**src/lcdns_pkg.sv**
```systemverilog
package lcdns_pkg;

    // Operation codes on the result channel
    localparam logic [2:0] OP_NIBBLE = 3'd0;
    localparam logic [2:0] OP_WAIT   = 3'd1;
    localparam logic [2:0] OP_BUSY   = 3'd2;
    localparam logic [2:0] OP_RESET  = 3'd3;
    localparam logic [2:0] OP_LIGHT  = 3'd4;

    // Request kinds on the input channel
    localparam logic [2:0] REQ_PUTCHAR = 3'd0;
    localparam logic [2:0] REQ_GOTO    = 3'd1;
    localparam logic [2:0] REQ_CLRLINE = 3'd2;
    localparam logic [2:0] REQ_CLRSCR  = 3'd3;
    localparam logic [2:0] REQ_INIT    = 3'd4;
    localparam logic [2:0] REQ_LIGHT   = 3'd5;

    localparam int DEF_LINE_COLUMNS = 20;
    localparam int CLEAR_MAX        = 20;
    localparam int BLANK_W          = 5;
    localparam int STEP_W           = 5;
    localparam int QUEUE_DEPTH      = 4;

    localparam logic [7:0]  CHAR_FF     = 8'h0C;
    localparam logic [7:0]  CHAR_NL     = 8'h0A;
    localparam logic [7:0]  CHAR_BLANK  = 8'h20;
    localparam logic [7:0]  CMD_SETADDR = 8'h80;
    localparam logic [7:0]  LINE2_BASE  = 8'h40;
    localparam logic [7:0]  CMD_CLEAR   = 8'h01;
    localparam logic [15:0] US_CLEAR    = 16'd2000;

    typedef enum logic [1:0] {
        CMD_BYTES,
        CMD_INIT,
        CMD_LIGHT
    } cmd_kind_t;

    typedef struct packed {
        cmd_kind_t          kind;
        logic               rs;
        logic [7:0]         data;
        logic [BLANK_W-1:0] blanks;
        logic               tail_wait;
        logic               model;
        logic               light;
    } desc_t;

    typedef struct packed {
        logic [2:0]  kind;
        logic        rs;
        logic [3:0]  nibble;
        logic [15:0] wait_us;
        logic        last;
    } op_t;

    function automatic op_t make_op(logic [2:0] kind, logic rs, logic [3:0] nib,
                                    logic [15:0] us, logic last);
        op_t o;
        o.kind    = kind;
        o.rs      = rs;
        o.nibble  = nib;
        o.wait_us = us;
        o.last    = last;
        return o;
    endfunction

    function automatic op_t nib_op(logic [3:0] nib, logic last);
        return make_op(OP_NIBBLE, 1'b0, nib, 16'd0, last);
    endfunction

    function automatic op_t wait_op(logic [15:0] us, logic last);
        return make_op(OP_WAIT, 1'b0, 4'd0, us, last);
    endfunction

    // Power-up run, one entry per step, for both controller models
    function automatic op_t init_rom(logic model, logic [STEP_W-1:0] step);
        op_t o;
        o = nib_op(4'h0, 1'b1);
        if (model) begin
            case (step)
                5'd0:  o = make_op(OP_RESET, 1'b0, 4'd0, 16'd200, 1'b0);
                5'd1:  o = wait_op(16'd50000, 1'b0);
                5'd2:  o = nib_op(4'h3, 1'b0);
                5'd3:  o = wait_op(16'd2000, 1'b0);
                5'd4:  o = nib_op(4'h3, 1'b0);
                5'd5:  o = wait_op(16'd30, 1'b0);
                5'd6:  o = nib_op(4'h3, 1'b0);
                5'd7:  o = wait_op(16'd30, 1'b0);
                5'd8:  o = nib_op(4'h2, 1'b0);
                5'd9:  o = wait_op(16'd30, 1'b0);
                5'd10: o = nib_op(4'h2, 1'b0);
                5'd11: o = nib_op(4'h8, 1'b0);
                5'd12: o = wait_op(16'd30, 1'b0);
                5'd13: o = nib_op(4'h0, 1'b0);
                5'd14: o = nib_op(4'h0, 1'b0);
                5'd15: o = wait_op(16'd30, 1'b0);
                5'd16: o = nib_op(4'h0, 1'b0);
                5'd17: o = nib_op(4'hC, 1'b0);
                5'd18: o = wait_op(16'd30, 1'b0);
                5'd19: o = nib_op(4'h0, 1'b0);
                5'd20: o = nib_op(4'h6, 1'b0);
                default: o = wait_op(16'd30, 1'b1);
            endcase
        end else begin
            case (step)
                5'd0:  o = wait_op(16'd50000, 1'b0);
                5'd1:  o = nib_op(4'h2, 1'b0);
                5'd2:  o = nib_op(4'h8, 1'b0);
                5'd3:  o = nib_op(4'h2, 1'b0);
                5'd4:  o = nib_op(4'h8, 1'b0);
                5'd5:  o = wait_op(16'd40, 1'b0);
                5'd6:  o = nib_op(4'h0, 1'b0);
                5'd7:  o = nib_op(4'hC, 1'b0);
                5'd8:  o = wait_op(16'd40, 1'b0);
                5'd9:  o = nib_op(4'h0, 1'b0);
                5'd10: o = nib_op(4'h1, 1'b0);
                5'd11: o = wait_op(16'd2000, 1'b0);
                5'd12: o = nib_op(4'h0, 1'b0);
                default: o = nib_op(4'h6, 1'b1);
            endcase
        end
        return o;
    endfunction

endpackage

```
**src/lcdns_front.sv**
```systemverilog
module lcdns_front #(
    parameter int LINE_COLUMNS = lcdns_pkg::DEF_LINE_COLUMNS
) (
    input  logic              s_valid,
    output logic              s_ready,
    input  logic [2:0]        s_req_type,
    input  logic [7:0]        s_char_code,
    input  logic [5:0]        s_column,
    input  logic [1:0]        s_line_number,
    input  logic              s_backlight_level,
    input  logic              display_model,
    input  logic              q_full,
    output logic              q_push,
    output lcdns_pkg::desc_t  q_desc
);
    import lcdns_pkg::*;

    localparam int BLANKS = (LINE_COLUMNS < CLEAR_MAX) ? LINE_COLUMNS : CLEAR_MAX;

    logic       has_ops;
    logic [7:0] goto_base;
    logic [7:0] goto_addr;
    logic [7:0] clr_base;

    assign goto_base = (s_line_number >= 2'd2) ? LINE2_BASE : 8'h00;
    assign goto_addr = {2'b00, s_column} + goto_base - 8'd1;
    assign clr_base  = (s_line_number == 2'd2) ? LINE2_BASE : 8'h00;

    always_comb begin
        has_ops          = 1'b1;
        q_desc.kind      = CMD_BYTES;
        q_desc.rs        = 1'b0;
        q_desc.data      = 8'h00;
        q_desc.blanks    = '0;
        q_desc.tail_wait = 1'b0;
        q_desc.model     = display_model;
        q_desc.light     = s_backlight_level;
        unique case (s_req_type)
            REQ_PUTCHAR: begin
                if (s_char_code == CHAR_FF || s_char_code == CHAR_NL) begin
                    q_desc.data = CMD_SETADDR | LINE2_BASE;
                end else begin
                    q_desc.rs   = 1'b1;
                    q_desc.data = s_char_code;
                end
            end
            REQ_GOTO: begin
                q_desc.data = CMD_SETADDR | goto_addr;
            end
            REQ_CLRLINE: begin
                has_ops       = (s_line_number == 2'd1) || (s_line_number == 2'd2);
                q_desc.data   = CMD_SETADDR | clr_base;
                q_desc.blanks = BLANK_W'(BLANKS);
            end
            REQ_CLRSCR: begin
                q_desc.data      = CMD_CLEAR;
                q_desc.tail_wait = 1'b1;
            end
            REQ_INIT: begin
                q_desc.kind = CMD_INIT;
            end
            REQ_LIGHT: begin
                q_desc.kind = CMD_LIGHT;
            end
            default: begin
                has_ops = 1'b0;
            end
        endcase
    end

    // Requests with no operations are taken and dropped here
    assign s_ready = !q_full;
    assign q_push  = s_valid && !q_full && has_ops;

endmodule

```
**src/lcdns_queue.sv**
```systemverilog
module lcdns_queue (
    input  logic              aclk,
    input  logic              aresetn,
    input  logic              push,
    input  lcdns_pkg::desc_t  push_desc,
    input  logic              pop,
    output lcdns_pkg::desc_t  head,
    output logic              full,
    output logic              empty
);
    import lcdns_pkg::*;

    localparam int PTR_W = $clog2(QUEUE_DEPTH);

    desc_t            mem_reg [QUEUE_DEPTH];
    logic [PTR_W-1:0] wr_ptr_reg, wr_ptr_next;
    logic [PTR_W-1:0] rd_ptr_reg, rd_ptr_next;
    logic [PTR_W:0]   count_reg, count_next;
    logic             do_push, do_pop;

    assign full    = (count_reg == (PTR_W+1)'(QUEUE_DEPTH));
    assign empty   = (count_reg == '0);
    assign do_push = push && !full;
    assign do_pop  = pop && !empty;
    assign head    = mem_reg[rd_ptr_reg];

    always_comb begin
        wr_ptr_next = do_push ? wr_ptr_reg + 1'b1 : wr_ptr_reg;
        rd_ptr_next = do_pop ? rd_ptr_reg + 1'b1 : rd_ptr_reg;
        count_next  = count_reg;
        if (do_push && !do_pop) begin
            count_next = count_reg + 1'b1;
        end else if (do_pop && !do_push) begin
            count_next = count_reg - 1'b1;
        end
    end

    always_ff @(posedge aclk) begin
        if (!aresetn) begin
            wr_ptr_reg <= '0;
            rd_ptr_reg <= '0;
            count_reg  <= '0;
        end else begin
            wr_ptr_reg <= wr_ptr_next;
            rd_ptr_reg <= rd_ptr_next;
            count_reg  <= count_next;
        end
    end

    always_ff @(posedge aclk) begin
        if (do_push) begin
            mem_reg[wr_ptr_reg] <= push_desc;
        end
    end

`ifndef SYNTH
    a_count_range: assert property (@(posedge aclk) disable iff (!aresetn)
        count_reg <= (PTR_W+1)'(QUEUE_DEPTH))
        else $error("queue count out of range");
`endif

endmodule

```
**src/lcdns_back.sv**
```systemverilog
module lcdns_back (
    input  logic              aclk,
    input  logic              aresetn,
    input  logic              q_empty,
    input  lcdns_pkg::desc_t  q_head,
    output logic              q_pop,
    output logic              m_valid,
    input  logic              m_ready,
    output logic [2:0]        m_op_kind,
    output logic              m_rs_level,
    output logic [3:0]        m_nibble,
    output logic [15:0]       m_wait_us,
    output logic              m_last_op
);
    import lcdns_pkg::*;

    typedef enum logic [1:0] {
        ST_IDLE = 2'b01,
        ST_RUN  = 2'b10
    } state_t;

    localparam logic [1:0] PH_BUSY = 2'd0;
    localparam logic [1:0] PH_HIGH = 2'd1;
    localparam logic [1:0] PH_LOW  = 2'd2;
    localparam logic [1:0] PH_TAIL = 2'd3;

    state_t              state_reg, state_next;
    cmd_kind_t           kind_reg, kind_next;
    logic [1:0]          phase_reg, phase_next;
    logic [BLANK_W-1:0]  left_reg, left_next;
    logic [7:0]          byte_reg, byte_next;
    logic                rs_reg, rs_next;
    logic                tail_reg, tail_next;
    logic                model_reg, model_next;
    logic                light_reg, light_next;
    logic [STEP_W-1:0]   step_reg, step_next;
    logic                m_valid_reg, m_valid_next;
    op_t                 out_reg;
    op_t                 cur_op;
    logic                advance;

    always_comb begin
        cur_op = make_op(OP_LIGHT, 1'b0, {3'b000, light_reg}, 16'd0, 1'b1);
        case (kind_reg)
            CMD_BYTES: begin
                case (phase_reg)
                    PH_BUSY: cur_op = make_op(OP_BUSY, 1'b0, 4'd0, 16'd0, 1'b0);
                    PH_HIGH: cur_op = make_op(OP_NIBBLE, rs_reg, byte_reg[7:4], 16'd0, 1'b0);
                    PH_LOW:  cur_op = make_op(OP_NIBBLE, rs_reg, byte_reg[3:0], 16'd0,
                                              (left_reg == '0) && !tail_reg);
                    default: cur_op = wait_op(US_CLEAR, 1'b1);
                endcase
            end
            CMD_INIT: cur_op = init_rom(model_reg, step_reg);
            default:  cur_op = make_op(OP_LIGHT, 1'b0, {3'b000, light_reg}, 16'd0, 1'b1);
        endcase
    end

    assign advance = (state_reg == ST_RUN) && (!m_valid_reg || m_ready);
    assign q_pop   = (state_reg == ST_IDLE) && !q_empty;

    always_comb begin
        state_next = state_reg;
        kind_next  = kind_reg;
        phase_next = phase_reg;
        left_next  = left_reg;
        byte_next  = byte_reg;
        rs_next    = rs_reg;
        tail_next  = tail_reg;
        model_next = model_reg;
        light_next = light_reg;
        step_next  = step_reg;
        unique case (state_reg)
            ST_IDLE: begin
                if (q_pop) begin
                    state_next = ST_RUN;
                    kind_next  = q_head.kind;
                    phase_next = PH_BUSY;
                    left_next  = q_head.blanks;
                    byte_next  = q_head.data;
                    rs_next    = q_head.rs;
                    tail_next  = q_head.tail_wait;
                    model_next = q_head.model;
                    light_next = q_head.light;
                    step_next  = '0;
                end
            end
            ST_RUN: begin
                if (advance) begin
                    step_next = step_reg + 1'b1;
                    if (cur_op.last) begin
                        state_next = ST_IDLE;
                    end else if (phase_reg == PH_LOW) begin
                        // next blank byte, or the trailing wait
                        if (left_reg != '0) begin
                            left_next  = left_reg - 1'b1;
                            byte_next  = CHAR_BLANK;
                            rs_next    = 1'b1;
                            phase_next = PH_BUSY;
                        end else begin
                            phase_next = PH_TAIL;
                        end
                    end else begin
                        phase_next = phase_reg + 1'b1;
                    end
                end
            end
            default: state_next = ST_IDLE;
        endcase
    end

    always_comb begin
        m_valid_next = m_valid_reg;
        if (advance) begin
            m_valid_next = 1'b1;
        end else if (m_ready) begin
            m_valid_next = 1'b0;
        end
    end

    always_ff @(posedge aclk) begin
        if (!aresetn) begin
            state_reg   <= ST_IDLE;
            m_valid_reg <= 1'b0;
        end else begin
            state_reg   <= state_next;
            m_valid_reg <= m_valid_next;
        end
    end

    always_ff @(posedge aclk) begin
        kind_reg  <= kind_next;
        phase_reg <= phase_next;
        left_reg  <= left_next;
        byte_reg  <= byte_next;
        rs_reg    <= rs_next;
        tail_reg  <= tail_next;
        model_reg <= model_next;
        light_reg <= light_next;
        step_reg  <= step_next;
        if (advance) begin
            out_reg <= cur_op;
        end
    end

    assign m_valid    = m_valid_reg;
    assign m_op_kind  = out_reg.kind;
    assign m_rs_level = out_reg.rs;
    assign m_nibble   = out_reg.nibble;
    assign m_wait_us  = out_reg.wait_us;
    assign m_last_op  = out_reg.last;

`ifndef SYNTH
    a_pop_idle: assert property (@(posedge aclk) disable iff (!aresetn)
        q_pop |=> state_reg == ST_RUN)
        else $error("queue popped but sequencer not running");

    a_rs_cmd_only: assert property (@(posedge aclk) disable iff (!aresetn)
        m_valid_reg && m_op_kind != OP_NIBBLE |-> !m_rs_level)
        else $error("register select set on non-nibble operation");

    a_wait_nonzero: assert property (@(posedge aclk) disable iff (!aresetn)
        m_valid_reg && (m_op_kind == OP_WAIT || m_op_kind == OP_RESET) |-> m_wait_us != 16'd0)
        else $error("wait operation with zero duration");

    a_last_ends_run: assert property (@(posedge aclk) disable iff (!aresetn)
        advance && cur_op.last |=> state_reg == ST_IDLE)
        else $error("sequencer kept running after last operation");
`endif

endmodule

```
**src/char_lcd_nibble_sequencer.sv**
```systemverilog
// Expands each request for a 4-bit character LCD into a run of low-level operations,
// one per result: nibble write with RS level, wait, wait-until-not-busy, reset pulse or
// backlight; last_op marks the final one. A 4-entry request queue sits between the
// request decoder and the operation sequencer, so s_ready stays high while the queue
// has room, and requests that produce no operations (unknown kinds, clear of line 0
// or 3) are taken and dropped. The sequencer emits one operation per cycle into an
// output register while m_ready is high, and loads each request from the queue in
// its idle state before its operations start. display_model is written through the
// cfg channel (always ready) and is sampled when a request is decoded, so write it
// only while no request is pending.
module char_lcd_nibble_sequencer #(
    parameter int LINE_COLUMNS = lcdns_pkg::DEF_LINE_COLUMNS
) (
    input  logic        aclk,
    input  logic        aresetn,
    input  logic        cfg_valid,
    output logic        cfg_ready,
    input  logic        cfg_data,
    input  logic        s_valid,
    output logic        s_ready,
    input  logic [2:0]  s_req_type,
    input  logic [7:0]  s_char_code,
    input  logic [5:0]  s_column,
    input  logic [1:0]  s_line_number,
    input  logic        s_backlight_level,
    output logic        m_valid,
    input  logic        m_ready,
    output logic [2:0]  m_op_kind,
    output logic        m_rs_level,
    output logic [3:0]  m_nibble,
    output logic [15:0] m_wait_us,
    output logic        m_last_op
);
    import lcdns_pkg::*;

    logic  display_model_reg, display_model_next;
    logic  q_push, q_pop, q_full, q_empty;
    desc_t push_desc, head_desc;

    assign cfg_ready          = 1'b1;
    assign display_model_next = cfg_valid ? cfg_data : display_model_reg;

    always_ff @(posedge aclk) begin
        if (!aresetn) begin
            display_model_reg <= 1'b0;
        end else begin
            display_model_reg <= display_model_next;
        end
    end

    lcdns_front #(
        .LINE_COLUMNS(LINE_COLUMNS)
    ) u_front (
        .s_valid           (s_valid),
        .s_ready           (s_ready),
        .s_req_type        (s_req_type),
        .s_char_code       (s_char_code),
        .s_column          (s_column),
        .s_line_number     (s_line_number),
        .s_backlight_level (s_backlight_level),
        .display_model     (display_model_reg),
        .q_full            (q_full),
        .q_push            (q_push),
        .q_desc            (push_desc)
    );

    lcdns_queue u_queue (
        .aclk      (aclk),
        .aresetn   (aresetn),
        .push      (q_push),
        .push_desc (push_desc),
        .pop       (q_pop),
        .head      (head_desc),
        .full      (q_full),
        .empty     (q_empty)
    );

    lcdns_back u_back (
        .aclk       (aclk),
        .aresetn    (aresetn),
        .q_empty    (q_empty),
        .q_head     (head_desc),
        .q_pop      (q_pop),
        .m_valid    (m_valid),
        .m_ready    (m_ready),
        .m_op_kind  (m_op_kind),
        .m_rs_level (m_rs_level),
        .m_nibble   (m_nibble),
        .m_wait_us  (m_wait_us),
        .m_last_op  (m_last_op)
    );

endmodule

```
**config.mk**
```make
export PLATFORM = sky130hd
export DESIGN_NAME = char_lcd_nibble_sequencer
export DESIGN_NICKNAME = d
export VERILOG_FILES = /design/src/lcdns_pkg.sv /design/src/lcdns_front.sv /design/src/lcdns_queue.sv /design/src/lcdns_back.sv /design/src/char_lcd_nibble_sequencer.sv
export SDC_FILE = /design/constraint.sdc
export NUM_CORES = 1
export LEC_CHECK = 0
export ABC_AREA = 1
export BUFFER_PORTS_ARGS = -buffer_cell sky130_fd_sc_hd__buf_2
export CAP_MARGIN = 40
export CORE_MARGIN = 2
export CORE_UTILIZATION = 45
export CTS_BUF_LIST = sky130_fd_sc_hd__clkbuf_8
export CTS_CLUSTER_DIAMETER = 60
export DETAILED_ROUTE_END_ITERATION = 16
export PLACE_DENSITY = 0.71
export SETUP_SLACK_MARGIN = 0.4
export SLEW_MARGIN = 20
export SYNTH_ARGS = -nofsm -noshare
export SYNTH_HDL_FRONTEND = slang
export SYNTH_SLANG_ARGS = --single-unit
```
**constraint.sdc**
```tcl
create_clock -name aclk -period 2.6 [get_ports aclk]
set_clock_uncertainty 0.15 [all_clocks]
set_input_delay 0.13 -clock aclk [delete_from_list [all_inputs] [get_ports aclk]]
set_output_delay 0.13 -clock aclk [all_outputs]
set_load 0.01 [all_outputs]
```
==> metrics.md, run 1 <==
| Metric | Value |
|---|---|
| I/O Pins | between 50 and 60 |
| MaxCap Viol Count | 0 |
| Die Span Y | 122 µm |
| Clock sinks | between 100 and 150 |
| First-pass GRT wire length | 20200 µm |
| Vias in the first global route | 4258 |
| Worst Hold Depth | 3 |
| Avg WL per Cell | 13.7 µm |
| YS warnings | 0 |
| Initial DRC Count | 310 |
| Startpoint types | register |
| RSZ-0062 raised after global routing | yes |
| Largest net degree at the start of global routing | 23 |
| Clock power share | 18.0% |
| CTS tree | built |
| CP top delay family | adder cells |
| Inserted Diodes | 0 |
| IO Port Bufs | 48 |
| CP arrival | roughly 2.3 ns |
| Slew Limit Headroom | 60.5% |
| Routability Congestion | 0.898 |
| Clock insertion delay at the later pin of the skew report | 0.43 ns |
| Slew @ Worst Pin | between 0.5 and 0.6 ns |
| Layout net count | approximately 770 |
| Final Max Slew Viols | 0 |
| Final period util | 81.3% |
| Vias per cell | around 4.9 |
| Vias | 4520 |
| R2R depth | 14 |
| Fraction of registers with async set/reset | 0% |
| Clk slew on worst S/H paths | approximately 0.08 ns |
| Post-synth top flop | edfxtp_1 |
| Sw power | around 3.8 mW |
| Remaining antenna violation count after routing | 0 |
| Starting Density | a little under half |
| Cell depth of the worst setup path | 14 |
| Crit path time final | 2.11 ns |
| Final setup vio count | 0 |
| Crit-path cells | ha_2, nand2_1, inv_1, nand2_1, nand2_2, inv_2, ha_4, inv_1, nand3_2, nand2_2, nand2_1, nand2_1, nand2_1, nand2_1 |
| Post-Synthesis Cells | 626 |
| Max IR drop VDD | approximately 0.41 mV |
| CP dominant cell by count | nand2_1 |
| Switch share | 40.5% |
| Initial antenna violation count | 0 |
| Layout cells sized above 1 | 21.9% |
| R2R Path Start | u_back.step_reg[1] |
| Die Wd | 122 µm |
| Root Driver | clkbuf_8 |
| Static leakage | 3.16 nW |
| Number of synthesized register bits | about 140 |
| Number of enable flip-flop cells after synthesis | 104 |
| Critical Path Sink Type | register |
| Final cell count without fillers | 914 |
| Reg power frac | 37.6% |
| Total CTS buffers | 17 |
| Required time of the worst setup path | 2.78 ns |
| H-tree Lvls | 4 |
| Core ar. | 13800 µm² |
| Crit-path max cell delay | 0.46 ns |
| Cell count after placement | 852 |
| Slowest CP cell | edfxtp_1 |
| Global Route Usage Sum | 17.6% |
| Power per cell area | 1240 nW/µm² |
| Comb pwr share | 44.5% |
| Dpl hpwl | 8980 µm |
| Synth unique cells | 36 |
| Hold WC Path Type | in2reg |
| Area Overhead vs Synth | 19.9% |
| Crit path buf inv count | 3 |
| Core Rows | 43 |
| Critical path fanouts, max | 5 |
| GR Overflow Total | 0 |
| Hold path startpoint | s_char_code[2] |
| Longest Clk Path Bufs | 2 |
| Hold Violations, Final | 0 |
| Max Fclk | 473 MHz |
| Mapped Area | between 6000 and 7000 µm² |
| Crit Path Category | reg2reg |
| Die ar. | roughly 15000 µm² |
| Register area share after synthesis | 61.5% |
| Launch point of the worst path | u_back.step_reg[1] |
| First drt pass iteration count | 4 |
| Routed wire length | 12500 µm |
| DRC | 0 |
| Post-Syn Area per Cell | about 10 µm² |
| Fin Setup TNS | 0 ns |
| Status | finished, final reports clean |
| Pint | 5.57 mW |
[synth_stat cells, types with 2 or more instances]
master    number  area share [%]
edfxtp_1     104              49
nand2_1       95             5.6
nor2_1        83             4.9
inv_1         78             4.6
o21ai_0       62             4.9
dfxtp_1       38              12
nand3_1       32             2.5
a21oi_1       30             2.4
ha_1          17             3.4
clkbuf_1      13            0.77
buf_4          9             1.1
nand4_1        7            0.69
o22ai_1        7            0.69
nor3_1         5            0.40
inv_2          4            0.24
nand2_2        4            0.40
o221ai_1       4            0.55
nand3_4        3            0.83
nor2_2         3            0.30
o21ai_1        3            0.24
xnor2_1        3            0.42
a211oi_1       2            0.24
a221o_1        2            0.32
conb_1         2            0.12
inv_4          2            0.20
nor2_4         2            0.36
o21ai_4        2            0.52
xor2_1         2            0.28
[layer usage]
layer	share of wire, %	vias up	routed length (µm)	GRT usage [%]
met2	51	115	6380	30.8
li1	-	2295	-	-
met3	4.2	15	518	3.30
met1	43	2095	5410	21.4
met5	0	-	0	0
met4	1.4	0	170	7.26
[logic make-up (layout without fill, tap and decap cells)]
group / Yosys count / after routing / synth area share, %
simple gates: 238 / 238 / 16.8
fa+ha+maj: 18 / 18 / 3.69
buf+inv: 106 / 211 / 6.92
xor+xnor: 5 / 5 / 0.694
other cells: 2 / 5 / 0.119
flops: 142 / 142 / 61.5
compound gates: 115 / 115 / 10.2
[final timing paths]
check	slack, ns	end
worst max-delay path	0.49	register
worst min-delay path	0.04	u_queue.mem_reg[0][10]
worst max register to register	0.49	register
worst min register to register	0.32	u_queue.rd_ptr_reg[1]
[cells in the final DEF, fill, tap and decap left out, drive strengths merged]
| cell | n |
|---|---|
| clkinv | 6 |
| bufinv | 1 |
| buf | 82 |
| nand3 | 36 |
| edfxtp | 104 |
| ha | 17 |
| nor3 | 6 |
| a211oi | 2 |
| or3 | 1 |
| a21oi | 30 |
| dfxtp | 38 |
| o221ai | 4 |
| o2111ai | 1 |
| a221o | 2 |
| a31oi | 1 |
| xor2 | 2 |
| nand2 | 99 |
| conb | 5 |
| nand4 | 7 |
| a22o | 1 |
| nor2 | 89 |
| clkinvlp | 1 |
| fa | 1 |
| clkbuf | 17 |
| xnor2 | 3 |
| inv | 91 |
| dlygate4sd3 | 13 |
| o22ai | 7 |
| o21ai | 67 |
[through the flow]
step,cell area [µm²],worst slack [ns],hold slack (ns),total power [mW],util (%)
4_1_cts,7390,0.418,0.00386,9.00,53.6
5_1_grt,7570,0.333,0.0532,10.1,54.9
6_report,7570,0.487,0.0359,9.36,54.9
3_3_place_gp,6840,0.315,0.174,7.17,49.6
3_5_place_dp,6840,0.226,0.174,7.22,49.6
2_1_floorplan,6360,0.414,0.0487,6.20,-
[power groups by stage]
| stage | Sequential, mW | Clock, mW | Combinational [mW] |
|---|---|---|---|
| 6_report | 3.52 | 1.68 | 4.16 |
| 5_1_grt | 3.58 | 1.81 | 4.70 |
| 4_1_cts | 3.51 | 1.72 | 3.78 |
| 3_5_place_dp | 3.56 | 0 | 3.66 |
| 3_3_place_gp | 3.54 | 0 | 3.63 |
| 2_1_floorplan | 3.48 | 0 | 2.72 |
[repair_timing]
| item | CTS | global route |
|---|---|---|
| buffers inserted | 2 | 15 |
| setup endpoints to repair | 8 | 33 |
| pin swaps | 1 | 6 |
| hold buffers | 13 | 0 |
| hold endpoints to repair | 36 | 0 |
| gates resized for setup | 8 | 21 |
[area by class of cell]
cell class,instances,area (µm²)
timing repair buffer,95,637
clock buffer,17,234
inverter,84,325
clock inverter,15,153
sequential,142,3890
tap,180,225
fill,1208,6210
multi-input combinational,381,2100
[worst register-to-register path: stages (launching register included)]
cell and delay [ns]:
edfxtp_1 0.46, ha_2 0.35, nand2_1 0.06, inv_1 0.08
nand2_1 0.07, nand2_2 0.11, inv_2 0.07, ha_4 0.27
inv_1 0.06, nand3_2 0.08, nand2_2 0.05, nand2_1 0.07
nand2_1 0.05, nand2_1 0.05, nand2_1 0.04
Power figures use the tool's default switching activity.
==> run 2, diff against run 1 <==
clock period = 1.9 ns   (was 2.6 ns; I/O delays follow)
==> metrics.md, run 2 (synthesis gave the netlist of run 1 again) <==
| Metric | Value |
|---|---|
| Static leakage | 3.81 nW (+21%) |
| Total CTS buffers | 17 (unchanged) |
| Clk slew on worst S/H paths | 0.10 ns (+0.02 ns) |
| Vias in the first global route | 4991 (+17%) |
| Avg WL per Cell | 15.2 µm (+12%) |
| Die ar. | 15000 µm² (unchanged) |
| Sw power | 6.94 mW (+83%) |
| Routability Congestion | 0.900 (+0.23%) |
| Required time of the worst setup path | 1.92 ns (-0.86 ns) |
| Crit-path max cell delay | 0.37 ns (-0.09 ns) |
| Status | finished with violations |
| PnR worst setup slack | -0.168 ns (-0.655 ns) |
| Clock sinks | 142 (unchanged) |
| Startpoint types | register |
| Largest net degree at the start of global routing | 31 (+35%) |
| H-tree Lvls | 4 (unchanged) |
| Final Max Slew Viols | 0 (unchanged) |
| MaxCap Viol Count | 0 (unchanged) |
| R2R setup slack | -0.17 ns (-0.66 ns) |
| Launch point of the worst path | u_back.left_reg[0] |
| Max IR drop VDD | 0.854 mV (+110%) |
| Core ar. | 13800 µm² (unchanged) |
| First drt pass iteration count | 7 (+3) |
| Slowest CP cell | edfxtp_1 |
| Final setup vio count | 35 (+35) |
| Max Fclk | 484 MHz (+2.2%) |
| Starting Density | 45.8% (unchanged) |
| Failing checks | negative hold slack, negative setup slack |
| Comb pwr share | 57.6% (+13 points) |
| Layout cells sized above 1 | 41.7% (+20 points) |
| Core Rows | 43 (unchanged) |
| Power per cell area | 1870 nW/µm² (+51%) |
| Die Wd | 122 µm (unchanged) |
| I/O Pins | 54 (unchanged) |
| Fin util | 66.7% (+12 points) |
| Routed wire length | 15200 µm (+22%) |
| R2R Path Start | u_back.left_reg[0] |
| RSZ-0062 raised after global routing | yes |
| Crit-path cells | inv_2, ha_4, nand3_4, nor2_4, nand2_1, nand2_1, nand2_2, nand2_4, a211oi_4, buf_4, buf_12 |
| DRC | 0 (unchanged) |
| Crit path time final | 2.07 ns (-0.0446 ns) |
| Crit Path Category | reg2reg |
| CP arrival | 2.08 ns (-0.21 ns) |
| Switch share | 40.4% (-0.046 points) |
| CTS tree | built |
| PnR Total Power | 17.2 mW (+83%) |
| GR Overflow Total | 0 (unchanged) |
| Dpl hpwl | 9590 µm (+6.8%) |
| Remaining antenna violation count after routing | 0 (unchanged) |
| Reg power frac | 28.4% (-9.2 points) |
| Critical Path Sink Type | register |
| Vias | 5075 (+12%) |
| # fillers | 990 (-18%) |
| Inserted Diodes | 0 (unchanged) |
| Multi-input gate area | 2630 µm² (+25%) |
| Hold path startpoint | s_valid |
| Initial DRC Count | 306 (-1.3%) |
| Min Hold Slack | -0.129 ns (-0.165 ns) |
| IO Port Bufs | 48 (unchanged) |
| CP dominant cell by count | nand2_1 |
| Final cell count without fillers | 1000 (+9.4%) |
| Critical path fanouts, max | 7 (+2) |
| Clock power share | 14.1% (-3.9 points) |
| Most frequent cells in the layout | edfxtp_1 (104), nand2_1 (72), buf_4 (64) |
| Global Route Usage Sum | 20.4% (+2.8 points) |
| Layout net count | 851 (+11%) |
| Area Overhead vs Synth | 45.6% |
| Pint | 10.2 mW (+83%) |
| Root Driver | clkbuf_8 |
| Hold Violations, Final | 2 (+2) |
| Clock insertion delay at the later pin of the skew report | 0.45 ns (+0.02 ns) |
| Hold WC Path Type | in2reg |
| Most common cell after layout, fill and taps aside | edfxtp_1 |
| Register area | 3900 µm² (+0.13%) |
| Die Span Y | 122 µm (unchanged) |
| Cell count after placement | 900 (+5.6%) |
| Final period util | 109% (+28 points) |
| Longest Clk Path Bufs | 2 (unchanged) |
| Initial antenna violation count | 0 (unchanged) |
| First-pass GRT wire length | 23500 µm (+16%) |
| Vias per cell | 5.08 (+2.6%) |
[run 2: changes by cell type in the layout (fill, tap and decap cells not counted), sizes merged]
cell	delta
buf	+76
clkbuf	+2
clkinv	+1
clkinvlp	+1
dlygate4sd3	+6
dlymetal6s4s	+1
inv	-1
[run 2: worst paths after layout]
check / end / cells past startpoint
setup / recovery: u_back.byte_reg[7] / 11
hold / removal: u_queue.wr_ptr_reg[0] / 4
setup reg to reg: u_back.byte_reg[7] / 11
hold reg to reg: u_queue.rd_ptr_reg[1] / 2
[run 2: area by class of cell]
type	instances	share of cell area [%]
multi-input cells	381	28.7
inverters	84	3.80
well taps	180	2.45
flip-flops and latches	142	42.4
clock buffers	17	2.55
clock inverters	15	1.88
repair buffers	180	18.2
repair inverters	1	0.0817
[run 2: routing by layer]
metal | track usage (%) | up-vias | part of all wire [%] | wire length [µm]
met5 | 0 | - | 0 | 0
li1 | - | 2482 | - | -
met3 | 4.41 | 29 | 3.7 | 563
met4 | 8.55 | 0 | 2.6 | 399
met2 | 37.2 | 145 | 54 | 8230
met1 | 23.0 | 2419 | 40 | 6030
[run 2: metrics by stage]
step | TNS (ns) | setup WS [ns] | instance area (µm²) | hold slack [ns]
final | -3.29 | -0.168 | 9190 | -0.129
after detailed placement | -2.09 | -0.174 | 7480 | 0.144
after floorplan | -4.04 | -0.148 | 6560 | 0.0137
after CTS | -1.49 | -0.0987 | 8660 | -0.136
after global routing | -6.47 | -0.229 | 9190 | -0.120
after global placement | -1.08 | -0.129 | 7480 | 0.140
[run 2: timing repair]
item / CTS / global route
endpoints found under the hold margin: 61 / 17
endpoints found under the setup margin: 156 / 187
cloned: 5 / 0
hold buffers: 17 / 4
resized for setup: 86 / 108
pin swaps: 30 / 32
setup buffers: 24 / 19
[run 2: critical path, delay by kind of cell (launching register included)]
family | cells | cell delay [ns]
AOI/OAI and AO/OA | 1 | 0.31
adders and majority gates | 1 | 0.16
buffers and inverters | 3 | 0.35
DFF | 1 | 0.37
and+or+nand+nor | 6 | 0.42
[run 2: power by group through the flow]
stage          Combinational (mW)  Sequential (mW)  Clock, mW
2_1_floorplan                4.17             4.79          0
3_3_place_gp                 6.70             4.80          0
3_5_place_dp                 6.86             4.82          0
4_1_cts                      8.63             4.82       2.44
5_1_grt                      10.7             4.94       2.58
6_report                     9.89             4.87       2.41
==> run 3, diff against run 2 <==
PLACE_DENSITY = 0.69   (was 0.71)
clock period = 2 ns   (was 1.9 ns; I/O delays follow)
==> metrics.md, run 3 (synthesis gave the netlist of run 1 again) <==
| Metric | Value |
|---|---|
| Status | finished with violations |
| Failing checks | negative hold slack, negative setup slack |
| Pint | 9.34 mW (-8.7%) |
| Remaining antenna violation count after routing | 0 (unchanged) |
| Critical Path Sink Type | register |
| Crit Path Category | reg2reg |
| Met3 Usage GRT | 3.76% (-0.65 points) |
| Register area | 3890 µm² (about the same) |
| CTS tree | built |
| First drt pass iteration count | 4 (-3) |
| Initial antenna violation count | 0 (unchanged) |
| Clk slew on worst S/H paths | 0.09 ns (about the same) |
| Inserted Diodes | 0 (unchanged) |
| Crit-path max cell delay | 0.47 ns (+0.10 ns) |
| Slew @ Worst Pin | 0.590 ns |
| IO Port Bufs | 48 (unchanged) |
| PnR worst setup slack | -0.0532 ns (+0.115 ns) |
| Largest net degree at the start of global routing | 31 (unchanged) |
| RSZ-0062 raised after global routing | yes |
| Clock insertion delay at the later pin of the skew report | 0.44 ns (about the same) |
| Routing usage on met2 | 35.0% (-2.2 points) |
| Fin Setup TNS | -0.238 ns (+3.05 ns) |
| First-pass GRT wire length | 22100 µm (-5.8%) |
| R2R setup slack | -0.05 ns (+0.11 ns) |
| CP arrival | 2.23 ns (+0.15 ns) |
| Longest Clk Path Bufs | 2 (unchanged) |
| Root Driver | clkbuf_8 |
| Global Route Usage Sum | 19.3% (-1.2 points) |
| Clock power share | 15.4% (+1.3 points) |
| Core ar. | 13800 µm² (unchanged) |
| Die Span Y | 122 µm (unchanged) |
| Clock sinks | 142 (unchanged) |
| Slew Limit Headroom | 60.4% |
| Core Rows | 43 (unchanged) |
| Final setup vio count | 9 (-74%) |
| GR Overflow Total | 0 (unchanged) |
| # fillers | 1042 (+5.3%) |
| Max Fclk | 487 MHz (+0.73%) |
| Crit-path cells | ha_4, nand2_4, nand2_2, nor2_2, nand4_1, nand2_4, nand2_4, inv_4, nor2_4, nand2_2, nand3_2 |
| Reg power frac | 29.3% (+0.9 points) |
| Area Overhead vs Synth | 39.8% |
| Pre-CTS setup slack | -0.0938 ns (+0.0802 ns) |
| Min Hold Slack | -0.104 ns (+0.0248 ns) |
| Crit path time final | 2.05 ns (-0.0149 ns) |
| PnR Total Power | 15.6 mW (-8.9%) |
| Fin util | 64.1% (-2.6 points) |
| I/O Pins | 54 (unchanged) |
| Most frequent cells in the layout | edfxtp_1 (104), nand2_1 (69), buf_4 (67) |
| Final period util | 103% (-6.2 points) |
| Multi-input gate area | 2560 µm² (-2.6%) |
| Static leakage | 3.69 nW (-3.1%) |
| Routability Congestion | 0.918 (+1.9%) |
| Die ar. | 15000 µm² (unchanged) |
| MaxCap Viol Count | 0 (unchanged) |
| Hold Violations, Final | 2 (unchanged) |
| Total CTS buffers | 17 (unchanged) |
| H-tree Lvls | 4 (unchanged) |
| Most common cell after layout, fill and taps aside | edfxtp_1 |
| DRC | 0 (unchanged) |
| Initial DRC Count | 235 (-23%) |
| Layout cells sized above 1 | 39.3% (-2.4 points) |
| Die Wd | 122 µm (unchanged) |
| Placed inst area | 7330 µm² (-2.0%) |
| Critical path fanouts, max | 7 (unchanged) |
| Final cell count without fillers | 984 (-1.6%) |
| Final Max Slew Viols | 0 (unchanged) |
| Post-route design area | 8830 µm² (-3.9%) |
| Routed wire length | 14500 µm (-5.0%) |
| Cell count after placement | 888 (-1.3%) |
| Hold WC Path Type | in2reg |
| Comb pwr share | 55.3% (-2.3 points) |
| Sw power | 6.30 mW (-9.2%) |
| Vias in the first global route | 4759 (-4.6%) |
| Routing usage on met1 | 22.2% (-0.84 points) |
| Vias | 4911 (-3.2%) |
| Power per cell area | 1770 nW/µm² (-5.2%) |
| Starting Density | 45.8% (unchanged) |
| Startpoint types | register |
| Slowest CP cell | edfxtp_1 |
| Dpl hpwl | 9480 µm (-1.1%) |
| Vias per cell | 4.99 (-1.7%) |
| Avg WL per Cell | 14.7 µm (-3.4%) |
| Max IR drop VDD | 0.661 mV (-23%) |
| GRT busiest layer | met2 |
| Layout net count | 835 (-1.9%) |
| Switch share | 40.3% (-0.12 points) |
| CP dominant cell by count | nand2_4 |
| Required time of the worst setup path | 2.18 ns (+0.26 ns) |
==> run 3: changes by cell type in the layout (fill, tap and decap cells not counted), moves of 4 or more <==
cell and change:
a21oi_1 +7, a21oi_2 -6, inv_2 -4, nand2_2 +4, buf_6 -7, buf_12 -9, nor2_2 +4, inv_1 +4
o21ai_1 -5, o21ai_0 +10
==> run 3: power by group through the flow <==
stage	clock [mW]	sequential, mW	combinational (mW)
floorplan	0	4.55	3.91
global placement	0	4.57	5.98
detailed placement	0	4.60	6.12
CTS	2.43	4.54	7.00
global route	2.56	4.65	9.38
finish	2.41	4.59	8.64
==> run 3: layout make-up <==
type | count | area share, %
clock buffer | 17 | 2.65
clock inverter | 15 | 2.10
inverter | 84 | 3.98
multi-input combinational | 381 | 29.1
sequential | 142 | 44.1
tap | 180 | 2.55
timing repair buffer | 164 | 15.5
timing repair inverter | 1 | 0.0567
==> run 3: routing by layer <==
layer	routed length, µm	vias to the layer above	part of all wire (%)
li1	-	2436	-
met1	5940	2336	41
met2	7800	122	54
met3	513	17	3.5
met4	225	0	1.6
met5	0	-	0
==> run 3: worst max-delay path, delay by kind of cell (launching register included) <==
kind	cells	cell delay [ns]
adders and majority gates	1	0.22
DFF	1	0.47
buffers and inverters	1	0.08
and+or+nand+nor	9	1.02
==> run 3: worst paths after layout <==
check / start / endpoint / cells past startpoint
worst max-delay path: u_back.step_reg[0] / register / 11
worst min-delay path: s_valid / u_queue.wr_ptr_reg[0] / 4
worst max register to register: u_back.step_reg[0] / register / 11
worst min register to register: u_queue.rd_ptr_reg[1] / register / 2
==> run 3: timing repair <==
action,in CTS,in global routing
hold buffers,15,3
buffers inserted,16,28
hold endpoints to repair,61,14
cloned,0,3
pin swaps,26,43
setup endpoints to repair,129,156
resized for setup,58,102
